File: src/hdl/humidity_temp_frame_decode_defines.svh
// ----------------------------------------------------------------------------
// humidity_temp_frame_decode_defines.svh
// Assertion macros used by the frame decoder top module.
// ----------------------------------------------------------------------------
`ifndef HUMIDITY_TEMP_FRAME_DECODE_DEFINES_SVH
`define HUMIDITY_TEMP_FRAME_DECODE_DEFINES_SVH

// same-cycle implication, sampled on clk, off while rst_n is low
`define HTFD_ASSERT_SAME(label, ante, cons) \
  label: assert property (@(posedge clk) disable iff (!rst_n) (ante) |-> (cons)) \
    else $error("htfd same-cycle check failed");

// next-cycle implication, sampled on clk, off while rst_n is low
`define HTFD_ASSERT_NEXT(label, ante, cons) \
  label: assert property (@(posedge clk) disable iff (!rst_n) (ante) |=> (cons)) \
    else $error("htfd next-cycle check failed");

`endif

File: src/hdl/htfd_pkg.sv
// ----------------------------------------------------------------------------
// htfd_pkg
// Constants, types and the CRC-8 step shared by the frame decoder.
// ----------------------------------------------------------------------------
package htfd_pkg;

  localparam logic [7:0]         CRC_POLY    = 8'h31;
  localparam logic [15:0]        STATUS_MASK = 16'h0003;

  localparam logic               KIND_TEMP   = 1'b0;
  localparam logic               KIND_RH     = 1'b1;

  localparam logic [14:0]        T_SCALE     = 15'd17572;
  localparam logic [14:0]        RH_SCALE    = 15'd12500;
  localparam logic signed [15:0] T_OFFSET    = -16'sd4685;
  localparam logic signed [15:0] RH_OFFSET   = -16'sd600;

  typedef struct packed {
    logic        crc_error;
    logic [15:0] masked_raw;
  } check_t;

  // One data byte through the CRC-8, msb first.
  function automatic logic [7:0] crc8_byte(input logic [7:0] crc, input logic [7:0] b);
    logic [7:0] c;
    c = crc ^ b;
    for (int k = 0; k < 8; k++) begin
      if (c[7]) begin
        c = {c[6:0], 1'b0} ^ CRC_POLY;
      end else begin
        c = {c[6:0], 1'b0};
      end
    end
    return c;
  endfunction

endpackage

File: src/hdl/htfd_in_if.sv
// ----------------------------------------------------------------------------
// htfd_in_if
// Input channel: one sensor reply word and its measurement kind.
// ----------------------------------------------------------------------------
interface htfd_in_if;
  logic       valid;
  logic       ready;
  logic       kind;
  logic [7:0] raw_high;
  logic [7:0] raw_low;
  logic [7:0] check_byte;

  modport source (output valid, kind, raw_high, raw_low, check_byte, input ready);
  modport sink   (input valid, kind, raw_high, raw_low, check_byte, output ready);
endinterface

File: src/hdl/htfd_out_if.sv
// ----------------------------------------------------------------------------
// htfd_out_if
// Result channel: converted reading, check status and masked raw word.
// ----------------------------------------------------------------------------
interface htfd_out_if;
  logic               valid;
  logic               ready;
  logic signed [14:0] value;
  logic               crc_error;
  logic [15:0]        masked_raw;

  modport source (output valid, value, crc_error, masked_raw, input ready);
  modport sink   (input valid, value, crc_error, masked_raw, output ready);
endinterface

File: src/hdl/htfd_check.sv
// ----------------------------------------------------------------------------
// htfd_check
// CRC-8 over the two data bytes, compare, and status-bit masking.
// ----------------------------------------------------------------------------
module htfd_check (
  input  logic             [7:0] raw_high,
  input  logic             [7:0] raw_low,
  input  logic             [7:0] check_byte,
  output htfd_pkg::check_t       chk
);

  logic [7:0] crc_hi;
  logic [7:0] crc_all;
  logic       mismatch;

  assign crc_hi   = htfd_pkg::crc8_byte(8'h00, raw_high);
  assign crc_all  = htfd_pkg::crc8_byte(crc_hi, raw_low);
  assign mismatch = (crc_all != check_byte);

  // drop the status bits; a bad frame converts as raw zero
  assign chk.crc_error  = mismatch;
  assign chk.masked_raw = mismatch ? 16'h0000
                                   : ({raw_high, raw_low} & ~htfd_pkg::STATUS_MASK);

endmodule

File: src/hdl/htfd_conv.sv
// ----------------------------------------------------------------------------
// htfd_conv
// Scale the masked raw word to hundredths of degC or of percent RH.
// ----------------------------------------------------------------------------
module htfd_conv (
  input  logic               kind,
  input  logic        [15:0] raw,
  output logic signed [14:0] value
);

  logic        [14:0] scale;
  logic signed [15:0] offset;
  logic        [30:0] prod;
  logic signed [15:0] sum;

  assign scale  = (kind == htfd_pkg::KIND_RH) ? htfd_pkg::RH_SCALE  : htfd_pkg::T_SCALE;
  assign offset = (kind == htfd_pkg::KIND_RH) ? htfd_pkg::RH_OFFSET : htfd_pkg::T_OFFSET;

  // product stays below 2^31; floor by 2^16 is the upper slice
  assign prod  = 31'(scale) * 31'(raw);
  assign sum   = offset + $signed({1'b0, prod[30:16]});
  assign value = sum[14:0];

endmodule

File: src/hdl/humidity_temp_frame_decode.sv
// ----------------------------------------------------------------------------
// humidity_temp_frame_decode
// Sensor reply decoder: CRC-8 check, status masking and unit conversion.
// ----------------------------------------------------------------------------
// Usage:
//   in_chan carries one three-byte reply (raw_high, raw_low, check_byte) and
//   the measurement kind; out_chan returns one word per reply: the reading
//   in hundredths of degC or percent RH, the crc_error flag and the masked
//   raw word. A set crc_error asks the host to soft-reset the sensor; such a
//   word carries masked_raw zero and the conversion of zero.
//   Both channels use valid/ready; a word moves when both are high.
//   An accepted word is held in the input register and then in the result
//   register, which drives out_chan. One input register, then the CRC,
//   mask and a single 15x16 multiply-add feed the result register.
//   Throughput is one word per cycle while out_chan.ready stays high, set
//   by that one register-to-register path.
//   A stalled receiver holds the result register; the input register still
//   takes one more word, after which in_chan.ready drops until out_chan.ready
//   returns. Synchronous reset (rst_n low) empties both registers; there is
//   no other state.
// ----------------------------------------------------------------------------
`include "humidity_temp_frame_decode_defines.svh"

module humidity_temp_frame_decode (
  input  logic clk,
  input  logic rst_n,
  htfd_in_if.sink    in_chan,
  htfd_out_if.source out_chan
);

  logic                s1_valid_r;
  logic                s1_kind_r;
  logic         [7:0]  s1_high_r;
  logic         [7:0]  s1_low_r;
  logic         [7:0]  s1_check_r;

  logic                out_valid_r;
  logic signed  [14:0] out_value_r;
  logic                out_error_r;
  logic         [15:0] out_raw_r;

  logic                out_free;
  logic                s1_move;
  logic                in_take;
  htfd_pkg::check_t    chk;
  logic signed  [14:0] conv_value;

  assign out_free      = !out_valid_r || out_chan.ready;
  assign s1_move       = s1_valid_r && out_free;
  assign in_chan.ready = !s1_valid_r || out_free;
  assign in_take       = in_chan.valid && in_chan.ready;

  htfd_check u_check (
    .raw_high   (s1_high_r),
    .raw_low    (s1_low_r),
    .check_byte (s1_check_r),
    .chk        (chk)
  );

  htfd_conv u_conv (
    .kind  (s1_kind_r),
    .raw   (chk.masked_raw),
    .value (conv_value)
  );

  // input register
  always_ff @(posedge clk) begin
    if (!rst_n) begin
      s1_valid_r <= 1'b0;
    end else if (in_chan.ready) begin
      s1_valid_r <= in_chan.valid;
    end
    if (in_take) begin
      s1_kind_r  <= in_chan.kind;
      s1_high_r  <= in_chan.raw_high;
      s1_low_r   <= in_chan.raw_low;
      s1_check_r <= in_chan.check_byte;
    end
  end

  // result register: advance when empty or taken
  always_ff @(posedge clk) begin
    if (!rst_n) begin
      out_valid_r <= 1'b0;
    end else if (out_free) begin
      out_valid_r <= s1_valid_r;
    end
    if (s1_move) begin
      out_value_r <= conv_value;
      out_error_r <= chk.crc_error;
      out_raw_r   <= chk.masked_raw;
    end
  end

  assign out_chan.valid      = out_valid_r;
  assign out_chan.value      = out_value_r;
  assign out_chan.crc_error  = out_error_r;
  assign out_chan.masked_raw = out_raw_r;

  `HTFD_ASSERT_SAME(a_err_zero_raw, out_valid_r && out_error_r, out_raw_r == 16'h0000)
  `HTFD_ASSERT_SAME(a_err_value,
                    out_valid_r && out_error_r,
                    (out_value_r == 15'(htfd_pkg::T_OFFSET)) ||
                    (out_value_r == 15'(htfd_pkg::RH_OFFSET)))
  `HTFD_ASSERT_SAME(a_status_clear, out_valid_r, out_raw_r[1:0] == 2'b00)
  `HTFD_ASSERT_NEXT(a_fill_empty, s1_valid_r && !out_valid_r, out_valid_r)

endmodule
File: src/flat_wrapper.sv
// flat-port wrapper written by rule: the top's interface ports become plain ports
module humidity_temp_frame_decode_flat 
  (clk, rst_n, in_chan_valid, in_chan_kind, in_chan_raw_high, in_chan_raw_low, in_chan_check_byte, in_chan_ready, out_chan_valid, out_chan_value, out_chan_crc_error, out_chan_masked_raw, out_chan_ready);
  htfd_in_if in_chan_i ();
  htfd_out_if out_chan_i ();
  input  logic clk;
  input  logic rst_n;
  input wire logic [$bits(in_chan_i.valid)-1:0] in_chan_valid;
  input wire logic [$bits(in_chan_i.kind)-1:0] in_chan_kind;
  input wire logic [$bits(in_chan_i.raw_high)-1:0] in_chan_raw_high;
  input wire logic [$bits(in_chan_i.raw_low)-1:0] in_chan_raw_low;
  input wire logic [$bits(in_chan_i.check_byte)-1:0] in_chan_check_byte;
  output wire logic [$bits(in_chan_i.ready)-1:0] in_chan_ready;
  output wire logic [$bits(out_chan_i.valid)-1:0] out_chan_valid;
  output wire logic [$bits(out_chan_i.value)-1:0] out_chan_value;
  output wire logic [$bits(out_chan_i.crc_error)-1:0] out_chan_crc_error;
  output wire logic [$bits(out_chan_i.masked_raw)-1:0] out_chan_masked_raw;
  input wire logic [$bits(out_chan_i.ready)-1:0] out_chan_ready;
  assign in_chan_i.valid = in_chan_valid;
  assign in_chan_i.kind = in_chan_kind;
  assign in_chan_i.raw_high = in_chan_raw_high;
  assign in_chan_i.raw_low = in_chan_raw_low;
  assign in_chan_i.check_byte = in_chan_check_byte;
  assign in_chan_ready = in_chan_i.ready;
  assign out_chan_valid = out_chan_i.valid;
  assign out_chan_value = out_chan_i.value;
  assign out_chan_crc_error = out_chan_i.crc_error;
  assign out_chan_masked_raw = out_chan_i.masked_raw;
  assign out_chan_i.ready = out_chan_ready;
  humidity_temp_frame_decode u_core (.clk(clk), .rst_n(rst_n), .in_chan(in_chan_i), .out_chan(out_chan_i));
endmodule
File: config.mk
export PLATFORM = sky130hd
export DESIGN_NAME = humidity_temp_frame_decode_flat
export DESIGN_NICKNAME = d
export VERILOG_FILES = /design/src/hdl/htfd_pkg.sv /design/src/hdl/htfd_in_if.sv /design/src/hdl/htfd_out_if.sv /design/src/hdl/htfd_check.sv /design/src/hdl/htfd_conv.sv /design/src/hdl/humidity_temp_frame_decode.sv /design/src/flat_wrapper.sv
export VERILOG_INCLUDE_DIRS = /design/src /design/src/hdl
export SDC_FILE = /design/constraint.sdc
export NUM_CORES = 1
export LEC_CHECK = 0
export ABC_AREA = 1
export BUFFER_PORTS_ARGS = -buffer_cell sky130_fd_sc_hd__buf_2
export CAP_MARGIN = 25
export CORE_AREA = 2 2 120 146
export CTS_CLUSTER_DIAMETER = 50
export DETAILED_ROUTE_END_ITERATION = 10
export DIE_AREA = 0 0 122 148
export GPL_ROUTABILITY_DRIVEN = 0
export GPL_TIMING_DRIVEN = 0
export PLACE_DENSITY_LB_ADDON = 0.25
export SLEW_MARGIN = 20
export SYNTH_ARGS = -nofsm -noshare
export SYNTH_HDL_FRONTEND = slang
export SYNTH_SLANG_ARGS = --single-unit
File: constraint.sdc
create_clock -name clk -period 7.6 [get_ports clk]
set_clock_uncertainty 0.15 [all_clocks]
set_input_delay 1.14 -clock clk [delete_from_list [all_inputs] [get_ports clk]]
set_output_delay 1.14 -clock clk [all_outputs]
set_load 0.005 [all_outputs]
==> results of run 1 <==
flip-flops by register name (all words and copies together) (netlist names):
register	flops
u_core.s1_kind_r	1
u_core.s1_low_r	8
u_core.out_chan.value	15
u_core.out_chan.valid	1
u_core.s1_check_r	8
u_core.s1_high_r	8
u_core.out_chan.masked_raw	14
u_core.out_chan.crc_error	1
u_core.s1_valid_r	1
through the flow:
stage | TNS [ps] | cell area (µm²)
after floorplan | 0 | 7382
after global placement | -10190 | 7953
after detailed placement | -10760 | 7991
after CTS | 0 | 9156
after global routing | -5037 | 9913
final | -1046 | 9913
synthesized netlist by cell type, types with 3 or more instances:
| library cell | number | area share [%] |
|---|---|---|
| sky130_fd_sc_hd__nor2_1 | 70 | 3.6 |
| sky130_fd_sc_hd__nand2_1 | 159 | 8.1 |
| sky130_fd_sc_hd__nor2_2 | 4 | 0.34 |
| sky130_fd_sc_hd__a21o_1 | 3 | 0.31 |
| sky130_fd_sc_hd__nand3b_1 | 3 | 0.31 |
| sky130_fd_sc_hd__fa_1 | 57 | 16 |
| sky130_fd_sc_hd__o21ai_0 | 14 | 0.95 |
| sky130_fd_sc_hd__nand3_2 | 3 | 0.41 |
| sky130_fd_sc_hd__nand4_1 | 5 | 0.43 |
| sky130_fd_sc_hd__clkbuf_1 | 16 | 0.82 |
| sky130_fd_sc_hd__nand3_1 | 46 | 3.1 |
| sky130_fd_sc_hd__xnor2_1 | 11 | 1.3 |
| sky130_fd_sc_hd__ha_1 | 128 | 22 |
| sky130_fd_sc_hd__a21oi_1 | 29 | 2.0 |
| sky130_fd_sc_hd__nand2_4 | 4 | 0.61 |
| sky130_fd_sc_hd__inv_2 | 9 | 0.46 |
| sky130_fd_sc_hd__nand2_2 | 21 | 1.8 |
| sky130_fd_sc_hd__o21bai_1 | 3 | 0.31 |
| sky130_fd_sc_hd__xor2_1 | 20 | 2.4 |
| sky130_fd_sc_hd__edfxtp_1 | 55 | 22 |
| sky130_fd_sc_hd__nor3_1 | 3 | 0.20 |
| sky130_fd_sc_hd__inv_1 | 180 | 9.2 |
| sky130_fd_sc_hd__buf_4 | 3 | 0.31 |
| sky130_fd_sc_hd__or2_2 | 7 | 0.60 |
layout make-up:
class	count	area share [%]
flip-flops and latches	57	17.06
inverters	190	7.409
repair buffers	125	8.444
plain buffers	18	1.123
clock buffers	12	2.688
multi-input cells	613	60.04
well taps	216	2.726
clock inverters	4	0.5049
logic make-up after synthesis:
| kind of cell | synth area share (%) |
|---|---|
| and+or+nand+nor | 19.90 |
| buffers and inverters | 11.02 |
| adders and majority gates | 37.29 |
| AOI/OAI and AO/OA | 4.406 |
| DFF | 23.00 |
| xor gates and xnor gates | 4.287 |
| other | 0.1021 |
path summary, 6_finish.rpt:
kind,end
worst min register to register,u_core.s1_valid_r
worst min-delay path,u_core.s1_valid_r
worst max register to register,u_core.out_chan.value[10]
worst max-delay path,u_core.out_chan.value[10]
power breakdown:
part           total, mW  internal [mW]  switching, mW
combinational      0.352          0.144          0.208
sequential         0.377          0.366         0.0110
clock              0.434          0.280          0.154
total               1.16          0.790          0.373
worst register-to-register path: cells and delay by family (launching register included):
family | cells | cell delay (ps)
buf+inv | 12 | 1160
simple gates | 24 | 2300
xor+xnor | 1 | 160
flops | 1 | 480
compound gates | 2 | 260
fa+ha+maj | 8 | 3100
timing repair:
action / 4_1_cts / 5_1_grt
pin swaps: 68 / 83
buffers inserted: 35 / 27
gates resized for setup: 133 / 133
cloned: 1 / 0
endpoints found under the setup margin: 14 / 14
per-layer routing:
metal | vias to the layer above | GRT usage (%) | wire length, µm
met5 | - | 0 | 0
met4 | 0 | 11.84 | 1066
met3 | 74 | 3.858 | 651
met2 | 159 | 37.63 | 10020
met1 | 2968 | 24.99 | 7769
li1 | 3021 | - | -
==> flow_summary.toml, run 1 <==
[timing]
achievable-frequency_mhz = 127.9
rsz_0062_raised_after_global_routing = "yes"
timing.slew.headroom_pct = 34.96
post-route-period-util_pct = 102.9
worst_hold_slack_ps = 382.7
timing.final.max_slew_violations = 0
postLayoutSetupSlackWorst_ps = -220.2
period_needed_ps = 7820
worstMarginPinSlew_ps = 975.6
setup-violations-final = 9
finalHoldViolCount = 0

[global_routing]
grtUsageTotal_pct = 21.65
antenna_found_initial = 0
grt_first_pass_wirelength_um = 30090
grt_pass1_vias = 6379
grt_max_degree = 26
overflow = 0

[layout]
instances_no_fill = 1235
post-route-util_pct = 59.75
area_taken_by_multi_input_logic_gates_um2 = 5952
leading_cell_types_in_the_layout_fill_and_taps_excluded = "sky130_fd_sc_hd__inv_1, sky130_fd_sc_hd__nand2_1, sky130_fd_sc_hd__ha_1"
nets = 1228
drive_gt1_share_pct = 37.78
layout.filler_cells = 1397
mostFrequentLayoutCell = "sky130_fd_sc_hd__inv_1"
area_growth_pct = 34.77
antenna_cells = 0
regArea_um2 = 1692

[setup_path]
startpoint_class_of_the_critical_path = "flop"
launch_point_of_the_worst_reg_to_reg_path = "u_core.s1_high_r[3]"
max_stage_delay_ps = 540
endpoint_kind = "flop"
path_class = "reg2reg"
crit_required_ps = 7550
ff2ff_setup_slack_ps = -220
critical_path.startpoint = "u_core.s1_high_r[3]"
cp.arrival_ps = 7770
path_buf_inv = 12
crit_cells = 47
cp_common_cell = "sky130_fd_sc_hd__nand2_1"
timing.reg2reg.worst_path_depth = 47
critPathMaxFanout = 5
critPathSlowestCell = "sky130_fd_sc_hd__fa_2"
cp_delay_by_family_top = "adder cells"

[yosys]
synth_enable_flop_cells = 55
async_reset_ff_share_pct = 0
synth_flop_cell = "sky130_fd_sc_hd__edfxtp_1"
synthesis.instances = 874
total_of_warnings_raised_by_yosys = 0
post_synth_num_cell_types = 41
yosys_register_bits = 57
yosysSeqAreaShare_pct = 23.00
netlist_area_um2 = 7356
synth.avg_cell_area_um2 = 8.416

[drt]
wire_per_inst_um = 15.80
vias = 6222
via_per_inst = 5.038
antenna_violating_nets_post_route = 0
total_drc_errors_in_the_routed_layout = 0
routed_wirelength_um = 19510
drt_pass1_iterations = 4
dr.first_iter.drc_count = 275

[floorplanning]
floorplan_row_count = 52
die_width_um = 122
die_height_um = 148
io-pin-count = 63
design.core.area_um2 = 16590
die_area_um2 = 18060
initial_utilization_pct = 44.34

[clock_network]
cts.hold.buffers_added = 0
cts_tree = "done"
clk-insertion-delay-late_ps = 340
cts.root.buffer_cell = "sky130_fd_sc_hd__clkbuf_16"
cts.htree.levels = 3
cts-buffers-inserted = 9
clkSinkCount = 57
clk_pin_slew_worst_paths_ps = 60
max-clock-path-buffers = 2

[power]
static-leakage-power_nw = 5.233
design_power_total_mw = 1.163
power.density_nw_per_um2 = 117.3
worst_ir_drop_vdd_uv = 99.11

[placement]
io_buffer_count = 60
total_instance_count_after_detailed_placement = 1158
placement.setup.worst_slack_ps = -1047
place_hpwl_um = 13630

[worst_hold_path]
timing.hold.worst_path_depth = 2
hold_path_class = "reg2reg"
hold_start = "u_core.s1_valid_r"

[flow_run]
maxCapViolations = 0

[status]
failed_checks = "setup timing"
outcome = "finished, violations left"
(Power assumes the default switching activity.)
==> inputs of run 2 (changes only) <==
--- a/config.mk
+++ b/config.mk
@@ -9,10 +9,10 @@
 export ABC_AREA = 1
 export BUFFER_PORTS_ARGS = -buffer_cell sky130_fd_sc_hd__buf_2
 export CAP_MARGIN = 25
-export CORE_AREA = 2 2 120 146
+export CORE_AREA = 3 3 121 147
 export CTS_CLUSTER_DIAMETER = 50
 export DETAILED_ROUTE_END_ITERATION = 10
-export DIE_AREA = 0 0 122 148
+export DIE_AREA = 0 0 124 150
 export GPL_ROUTABILITY_DRIVEN = 0
 export GPL_TIMING_DRIVEN = 0
 export PLACE_DENSITY_LB_ADDON = 0.25
==> constraint.sdc (replaced) <==
create_clock -name clk -period 6.5 [get_ports clk]
set_clock_uncertainty 0.15 [all_clocks]
set_input_delay 0.975 -clock clk [delete_from_list [all_inputs] [get_ports clk]]
set_output_delay 0.975 -clock clk [all_outputs]
set_load 0.005 [all_outputs]
==> run 2 against run 1 <==
The flow still finishes with violations (setup timing). Combinational power rose by 22%. Sequential cell count did not move. Critical path depth fell by 4. Maximum frequency rose by 1.9%. Wire length fell by 1.8%. Non-clock buffer count did not move. Critical path type unchanged. Critical endpoint is now u_core.out_chan.value[14]. Largest power group is now sequential cells.
==> flow_summary.toml, run 2 (same netlist as run 1, synthesis figures left out) <==
[drt]
routed_wirelength_um = 19170
antenna_violating_nets_post_route = 0
wire_per_inst_um = 15.52
total_drc_errors_in_the_routed_layout = 0
via_per_inst = 5.010
vias = 6187
dr.first_iter.drc_count = 276
drt_pass1_iterations = 5

[clock_network]
clk-insertion-delay-late_ps = 340
clkSinkCount = 57
cts-buffers-inserted = 9
cts.hold.buffers_added = 0
cts.htree.levels = 3
cts.root.buffer_cell = "sky130_fd_sc_hd__clkbuf_16"
max-clock-path-buffers = 2
clk_pin_slew_worst_paths_ps = 60
cts_tree = "done"

[timing]
postLayoutSetupSlackWorst_ps = -1173
worstMarginPinSlew_ps = 1010
post-route-period-util_pct = 118.0
period_needed_ps = 7673
setup-violations-final = 15
rsz_0062_raised_after_global_routing = "yes"
timing.slew.headroom_pct = 32.57
achievable-frequency_mhz = 130.3
finalHoldViolCount = 0
setup_total_negative_slack_ps = -13840
timing.final.max_slew_violations = 0

[floorplanning]
initial_utilization_pct = 44.16
die_area_um2 = 18600
floorplan_row_count = 52
io-pin-count = 63
die_height_um = 150
die_width_um = 124
design.core.area_um2 = 16660

[setup_path]
crit_required_ps = 6450
cp.arrival_ps = 7620
timing.reg2reg.worst_path_depth = 43
path_class = "reg2reg"
critPathMaxFanout = 5
endpoint_kind = "flop"
launch_point_of_the_worst_reg_to_reg_path = "u_core.s1_high_r[7]"
ff2ff_setup_slack_ps = -1170
max_stage_delay_ps = 560
regToRegEndpoint = "u_core.out_chan.value[14]"
critPathSlowestCell = "sky130_fd_sc_hd__fa_1"
startpoint_class_of_the_critical_path = "flop"

[layout]
drive_gt1_share_pct = 38.57
area_growth_pct = 35.52
layout.filler_cells = 1407
regArea_um2 = 1692
area_taken_by_multi_input_logic_gates_um2 = 6082
largest_register_ffs = 15
leading_cell_types_in_the_layout_fill_and_taps_excluded = "sky130_fd_sc_hd__inv_1, sky130_fd_sc_hd__nand2_1, sky130_fd_sc_hd__ha_1"
fin_area_um2 = 9968
mostFrequentLayoutCell = "sky130_fd_sc_hd__inv_1"
post-route-util_pct = 59.85
antenna_cells = 0
nets = 1228
instances_no_fill = 1235

[worst_hold_path]
hold_start = "u_core.out_chan.valid"
timing.hold.worst_path_depth = 2
hold_path_class = "reg2reg"
min_delay_worst_endpoint = "u_core.out_chan.valid"

[global_routing]
antenna_found_initial = 0
grtUsageTotal_pct = 20.78
grt_pass1_vias = 6401
grt_first_pass_wirelength_um = 30170
overflow = 0
grt_max_degree = 26

[placement]
placement.setup.worst_slack_ps = -1650
place_hpwl_um = 14160
total_instance_count_after_detailed_placement = 1158
placed_area_um2 = 8309
io_buffer_count = 60

[status]
outcome = "finished, violations left"
failed_checks = "setup timing"

[power]
power.density_nw_per_um2 = 130.7
static-leakage-power_nw = 5.203
worst_ir_drop_vdd_uv = 126.1

[flow_run]
maxCapViolations = 0
## run 2: repair_timing
item,4_1_cts,5_1_grt
endpoints found under the setup margin,15,15
resized for setup,121,101
gates cloned,1,0
setup buffers,42,18
pin swaps,79,73
## run 2: per-layer routing
metal / routed length (µm) / global-route usage (%) / up-vias
met5: 0 / 0 / -
met4: 785 / 8.493 / 0
met3: 936 / 3.856 / 61
met2: 10020 / 37.35 / 178
met1: 7422 / 23.96 / 2938
li1: - / - / 3010
## run 2: layout make-up
class | count | area share [%]
Buffer | 20 | 1.205
Clock buffer | 10 | 2.297
Clock inverter | 6 | 0.3514
Inverter | 190 | 7.318
Multi-Input combinational cell | 613 | 61.01
Sequential cell | 57 | 16.97
Tap cell | 216 | 2.711
Timing Repair Buffer | 123 | 8.134
## run 2: how the worst max path moves through the flow
stage                     slack (ps)  depth (start not counted)                        end                start
final                          -1170                         43  u_core.out_chan.value[14]  u_core.s1_high_r[7]
after floorplan                 -480                         51  u_core.out_chan.value[14]  u_core.s1_high_r[3]
after detailed placement       -1650                         45  u_core.out_chan.value[14]  u_core.s1_high_r[7]
after CTS                      -1110                         46  u_core.out_chan.value[14]  u_core.s1_high_r[1]
after global routing           -1650                         51  u_core.out_chan.value[14]  u_core.s1_high_r[7]
after global placement         -1640                         45  u_core.out_chan.value[14]  u_core.s1_high_r[7]
## run 2: critical path, delay by kind of cell, from the launching register on
kind                     cells  cell delay (ps)
adder cells (fa/ha/maj)      8             3210
AO/OA/AOI/OAI                2              260
AND/OR/NAND/NOR             24             2250
XOR/XNOR                     2              290
buffers and inverters        7              790
flip-flops                   1              470
## run 2: report_power, final
part	switching, mW	internal, mW
clock network	0.177	0.255
logic	0.252	0.177
registers	0.0125	0.428
## run 2: through the flow
stage	total power, mW	hold WS, ps
6_report	1.302	380.2
3_3_place_gp	0.7334	309.3
5_1_grt	1.369	428.1
3_5_place_dp	0.7388	373.1
4_1_cts	1.241	380.9
2_1_floorplan	0.6644	297.7
